==> src/rtl/bfs_pkg.sv <==
// constants, codes and arithmetic helpers of the ranking sgd block
// no dependencies
package bfs_pkg;

   localparam int NUM_USERS = 1024;
   localparam int NUM_ITEMS = 4096;
   localparam int RANK      = 32;

   localparam int LANE_W    = $clog2(RANK);
   localparam int USER_W    = $clog2(NUM_USERS);
   localparam int ITEM_W    = $clog2(NUM_ITEMS);
   localparam int UADDR_W   = USER_W + LANE_W;
   localparam int IADDR_W   = ITEM_W + LANE_W;

   localparam int FACT_W    = 16;
   localparam int CFG_W     = 16;
   localparam int SIG_W     = 17;
   localparam int MUL_A_W   = 36;
   localparam int MUL_B_W   = 18;
   localparam int PROD_W    = MUL_A_W + MUL_B_W;
   localparam int ACC_W     = 32 + $clog2(RANK) + 2;
   localparam int SCORE_W   = 32;

   localparam logic [1:0] OP_TRAIN     = 2'd0;
   localparam logic [1:0] OP_SCORE     = 2'd1;
   localparam logic [1:0] OP_LOAD_USER = 2'd2;
   localparam logic [1:0] OP_LOAD_ITEM = 2'd3;

   localparam logic [1:0] CSR_LRATE    = 2'd0;
   localparam logic [1:0] CSR_UREG     = 2'd1;
   localparam logic [1:0] CSR_IREG     = 2'd2;

   // 1/(1+e^x) in q16 over half-unit segments of [-8,8)
   function automatic logic [SIG_W-1:0] sig_table(input logic [4:0] idx);
      logic [SIG_W-1:0] v;
      case (idx)
         5'd0:  v = 17'd65514;
         5'd1:  v = 17'd65500;
         5'd2:  v = 17'd65476;
         5'd3:  v = 17'd65438;
         5'd4:  v = 17'd65374;
         5'd5:  v = 17'd65269;
         5'd6:  v = 17'd65097;
         5'd7:  v = 17'd64816;
         5'd8:  v = 17'd64357;
         5'd9:  v = 17'd63615;
         5'd10: v = 17'd62428;
         5'd11: v = 17'd60565;
         5'd12: v = 17'd57724;
         5'd13: v = 17'd53581;
         5'd14: v = 17'd47911;
         5'd15: v = 17'd40793;
         5'd16: v = 17'd32768;
         5'd17: v = 17'd24743;
         5'd18: v = 17'd17625;
         5'd19: v = 17'd11955;
         5'd20: v = 17'd7812;
         5'd21: v = 17'd4971;
         5'd22: v = 17'd3108;
         5'd23: v = 17'd1921;
         5'd24: v = 17'd1179;
         5'd25: v = 17'd720;
         5'd26: v = 17'd439;
         5'd27: v = 17'd267;
         5'd28: v = 17'd162;
         5'd29: v = 17'd98;
         5'd30: v = 17'd60;
         5'd31: v = 17'd36;
         default: v = 17'd36;
      endcase
      return v;
   endfunction

   // clip x (q24) to [-8,8) and pick the segment
   function automatic logic [SIG_W-1:0] sig_lookup(input logic signed [ACC_W-1:0] x);
      logic signed [ACC_W-1:0] lim;
      logic signed [ACC_W-1:0] sh;
      logic [SIG_W-1:0] v;
      lim = ACC_W'(134217728);
      sh  = x + lim;
      if (x < -lim) begin
         v = sig_table(5'd0);
      end else if (x >= lim) begin
         v = sig_table(5'd31);
      end else begin
         v = sig_table(sh[27:23]);
      end
      return v;
   endfunction

   function automatic logic signed [SCORE_W-1:0] sat32(input logic signed [ACC_W-1:0] x);
      logic signed [SCORE_W-1:0] v;
      if (&x[ACC_W-1:SCORE_W-1] || ~|x[ACC_W-1:SCORE_W-1]) begin
         v = x[SCORE_W-1:0];
      end else if (x[ACC_W-1]) begin
         v = 32'sh8000_0000;
      end else begin
         v = 32'sh7fff_ffff;
      end
      return v;
   endfunction

   // base + round half up of a q44 step to q12, saturated to a factor
   function automatic logic signed [FACT_W-1:0] upd_factor(
      input logic signed [FACT_W-1:0] base,
      input logic signed [PROD_W-1:0] prod);
      logic signed [PROD_W:0] r;
      logic signed [PROD_W-32:0] d;
      logic signed [PROD_W-31:0] sum;
      logic signed [FACT_W-1:0] v;
      r   = (PROD_W+1)'(prod) + ((PROD_W+1)'(1) <<< 31);
      d   = r[PROD_W:32];
      sum = (PROD_W-30)'(base) + (PROD_W-30)'(d);
      if (sum > (PROD_W-30)'(32767)) begin
         v = 16'sh7fff;
      end else if (sum < -(PROD_W-30)'(32768)) begin
         v = 16'sh8000;
      end else begin
         v = sum[FACT_W-1:0];
      end
      return v;
   endfunction

endpackage

==> src/rtl/bfs_mul.sv <==
// shared signed multiplier with a registered product
// depends on bfs_pkg
module bfs_mul import bfs_pkg::*; (
   input  logic                        clock,
   input  logic signed [MUL_A_W-1:0]   mul_a,
   input  logic signed [MUL_B_W-1:0]   mul_b,
   output logic signed [PROD_W-1:0]    prod_ff
);

   logic signed [PROD_W-1:0] prod_in;

   assign prod_in = PROD_W'(mul_a) * PROD_W'(mul_b);

   always_ff @(posedge clock) begin
      prod_ff <= prod_in;
   end

endmodule

==> config.mk <==
export PLATFORM = sky130hd
export DESIGN_NAME = bfs_mul
export DESIGN_NICKNAME = d
export VERILOG_FILES = /design/src/rtl/bfs_pkg.sv /design/src/rtl/bfs_mul.sv
export SDC_FILE = /design/constraint.sdc
export NUM_CORES = 2
export LEC_CHECK = 0
export BUFFER_PORTS_ARGS = -buffer_cell sky130_fd_sc_hd__buf_2
export CORE_MARGIN = 3
export CORE_UTILIZATION = 59
export CTS_BUF_LIST = sky130_fd_sc_hd__clkbuf_4 sky130_fd_sc_hd__clkbuf_8 sky130_fd_sc_hd__clkbuf_16
export CTS_CLUSTER_DIAMETER = 200
export DETAILED_ROUTE_END_ITERATION = 7
export PLACE_DENSITY = 0.8
export SLEW_MARGIN = 30
export SYNTH_ARGS = -nofsm -noshare
export SYNTH_HDL_FRONTEND = slang
export SYNTH_SLANG_ARGS = --single-unit
==> constraint.sdc <==
create_clock -name clock -period 8.2 [get_ports clock]
set_input_delay 2.46 -clock clock [delete_from_list [all_inputs] [get_ports clock]]
set_output_delay 2.46 -clock clock [all_outputs]
set_load 0.05 [all_outputs]
==> reports/results.tsv <==
stage	metric	value	unit
synth	synth_area_leaders	sky130_fd_sc_hd__fa_1, sky130_fd_sc_hd__inv_1, sky130_fd_sc_hd__and2_1	
sta	final-setup-viol-count	0	
worst_setup_path	crit_required	8400	ps
floorplanning	horiz_die_dim	205	um
floorplanning	effective_utilization_at_floorplan	60.1	%
synth	netlist_area	23400	um^2
synth	synth_top_area_share	52.8	%
place	placement.io_buffers	108	
routing	remaining_drc_errors	0	
global_routing	grt_pass1_vias	20630	
place	dpl.hpwl	52.9	mm
finish	post_route_cells_drive_above_1_share	15.8	%
global_routing	grt_start_max_net_pins	31	
synth	syn-num-nets	3402	
floorplanning	die_area	42000	um^2
clock_tree	cts_made_buffers	5	
sta	maxSlewHeadroom	70.4	%
sta	upper_clock_frequency_limit	0.124	GHz
sta	finalSetupTns	0	ps
clock_tree	clock_sinks	54	
clock_tree	number_of_h_tree_levels	2	
worst_setup_path	critPathTopFamily	adder cells	
floorplanning	rows	72	
clock_tree	max-clock-path-buffers	2	
sta	finalWorstPathRequiredPeriod	8070	ps
synth	postSynthAreaPerCell	8.99	um^2
sta	maxSlewViolCount	0	
finish	max_flop_register	prod_ff	
sta	timing.final.hold_violations	0	
synth	synthesis.instances	2601	
routing	route.final.wire_length	62.1	mm
global_routing	grt-ovfl-total	0	
sta	final.period_utilization	98.4	%
worst_setup_path	crit_path_max_fanout	19	
global_routing	global_route_wire_length_before_repair	103	mm
job	drv.max_cap_violation_count	0	
place	dpl.cell_count	3385	
global_routing	gr-usage-all-layers	31.2	%
place	place_congestion	0.945	
hold_path	hold_class	in2reg	
worst_setup_path	cp_data_arrival_time	8270	ps
synth	postSynthRegisterBits	54	
routing	routed_wire_length_per_instance	18.3	um
synth	synth_top_flop_cell	sky130_fd_sc_hd__dfxtp_1	
floorplanning	number_of_placed_i_o_pins	109	
finish	layout.cells.non_filler	3395	
synth	share_of_the_yosys_chip_area_belonging_to_registers	4.63	%
clock_tree	cts_tree	built	
finish	largest_register_ff_count	54	
worst_setup_path	crit_path_cell_trace	buf_2 > buf_12 > buf_4 > nand2_1 > fa_1 > inv_1 > fa_1 > fa_1 > fa_1 > fa_1 > inv_1 > fa_1 > inv_1 > ha_1 > o21ai_0 > nor2_1 > a211o_1 > o21ai_2 > buf_6 > a2111oi_4 > or3b_4 > a211oi_4 > nor4b_4	
worst_setup_path	crit_top_cell	sky130_fd_sc_hd__fa_1	
worst_setup_path	cp_slowest_cell	sky130_fd_sc_hd__fa_1	
routing	via_per_inst	5.38	
worst_setup_path	worst_path_largest_cell_delay	560	ps
global_routing	number_of_antenna_violations_at_the_first_check_in_global_routing	0	
routing	detailroute.via_count	18277	
worst_setup_path	timing.critical_path.from_type	primary input	
finish	area.growth.synth_to_final	15.4	%
synth	synth-edff-count	0	
clock_tree	clock_pin_slew_worst_setup_and_hold_paths	80	ps
routing	detail_route.iter0.violations	1178	
synth	cell_taking_the_most_area_after_synthesis	sky130_fd_sc_hd__fa_1	
routing	firstDrtPassIters	5	
worst_setup_path	critical_path.n_buffers_inverters	7	
routing	drtAntennaViolNets	0	
finish	reg.largest.list	prod_ff x54	
sta	tightest_slew	439	ps
floorplanning	core_area	38900	um^2
sta	worst_hold_slack	2490	ps
clock_tree	ctsRootBufferMaster	sky130_fd_sc_hd__clkbuf_16	
finish	finalCoreUtilization	69.3	%
synth	yosysUniqueCellTypes	57	
run_status	outcome	completed	
worst_setup_path	critical_path.endpoint_type	register	
worst_setup_path	worstSetupPathType	in2reg	
synth	share_of_flip_flops_with_an_asynchronous_set_or_reset	0	%
finish	antenna_cells_inserted	0	
floorplanning	fp.dieH	205	um
finish	design.final.nets	3678	
synth	ys.warnings.count	0	
==> logic make-up after synthesis <==
group / after synthesis / share of synthesized area [%]
buf+inv: 822 / 13.2
fa+ha+maj: 746 / 59.8
xor+xnor: 51 / 1.91
simple gates: 773 / 16.0
flops: 54 / 4.63
mux: 1 / 0.0482
compound gates: 154 / 4.44
==> layer usage <==
metal  wire, um  GRT usage (%)
met2      31400           54.9
met4       3570           13.4
met1      22200           37.8
met5          0              0
met3       4960           5.70
==> cells in the mapped netlist, drive strengths merged (2+ instances only) <==
library cell / n
a211o: 5
a211oi: 13
a21o: 26
a21oi: 44
a221oi: 2
a311oi: 3
a31oi: 4
a41oi: 2
and2: 258
and3: 5
and4: 3
buf: 3
clkbuf: 126
dfxtp: 54
fa: 617
ha: 129
inv: 693
nand2: 386
nand2b: 12
nand3: 13
nand4: 10
nor2: 61
nor2b: 8
nor3: 6
nor4b: 2
o211ai: 4
o21a: 5
o21ai: 27
o21bai: 7
or3: 2
or3b: 3
xnor2: 40
xor2: 11
==> path summary, 6_finish.rpt <==
path | startpoint | endpoint | slack (ps) | depth (start not counted)
setup / recovery | mul_b[11] | prod_ff[50]$_DFF_P_ | 130 | 23
hold / removal | mul_b[0] | prod_ff[0]$_DFF_P_ | 2490 | 2
==> metrics by stage <==
stage          instance area, um^2  setup slack (ps)
6_report                     27000               129
5_1_grt                      27000             -39.0
4_1_cts                      26500              3.96
3_5_place_dp                 26400              -591
3_3_place_gp                 26400              -412
2_1_floorplan                23400              15.1
==> placed cells by master (no fill, tap or decap), types with 5 or more instances in the layout <==
| master | count |
|---|---|
| sky130_fd_sc_hd__o21a_1 | 5 |
| sky130_fd_sc_hd__buf_6 | 19 |
| sky130_fd_sc_hd__a211oi_1 | 9 |
| sky130_fd_sc_hd__nand2_1 | 386 |
| sky130_fd_sc_hd__nor3_1 | 5 |
| sky130_fd_sc_hd__xor2_1 | 11 |
| sky130_fd_sc_hd__o21bai_1 | 7 |
| sky130_fd_sc_hd__fa_2 | 7 |
| sky130_fd_sc_hd__buf_12 | 13 |
| sky130_fd_sc_hd__inv_1 | 691 |
| sky130_fd_sc_hd__o21ai_0 | 17 |
| sky130_fd_sc_hd__nand3_1 | 13 |
| sky130_fd_sc_hd__xnor2_1 | 40 |
| sky130_fd_sc_hd__nand4_1 | 10 |
| sky130_fd_sc_hd__and2_1 | 257 |
| sky130_fd_sc_hd__a21o_1 | 26 |
| sky130_fd_sc_hd__and3_1 | 5 |
| sky130_fd_sc_hd__buf_2 | 74 |
| sky130_fd_sc_hd__clkbuf_16 | 8 |
| sky130_fd_sc_hd__nor2_1 | 61 |
| sky130_fd_sc_hd__nand2b_1 | 12 |
| sky130_fd_sc_hd__a21oi_1 | 37 |
| sky130_fd_sc_hd__dfxtp_1 | 54 |
| sky130_fd_sc_hd__clkbuf_4 | 9 |
| sky130_fd_sc_hd__fa_1 | 610 |
| sky130_fd_sc_hd__a21oi_2 | 5 |
| sky130_fd_sc_hd__buf_4 | 281 |
| sky130_fd_sc_hd__ha_1 | 125 |
| sky130_fd_sc_hd__nor2b_1 | 7 |
| sky130_fd_sc_hd__o21ai_1 | 8 |
==> repair_timing <==
action,in CTS,in global routing
gates cloned,0,3
hold buffers,0,0
resized for setup,11,114
buffers inserted,0,0
pin swaps,0,25
endpoints found under the setup margin,15,22
==> cell type report <==
cell class	instances	area [um^2]
Clock buffer	7	140
Fill cell	2862	11900
Inverter	693	2600
Multi-Input combinational cell	1725	19400
Sequential cell	54	1080
Tap cell	518	648
Timing Repair Buffer	398	3100
Power is left out: the tool's default activity adds up to more than one toggle a clock period on the data nets, which glitch-free logic cannot reach.
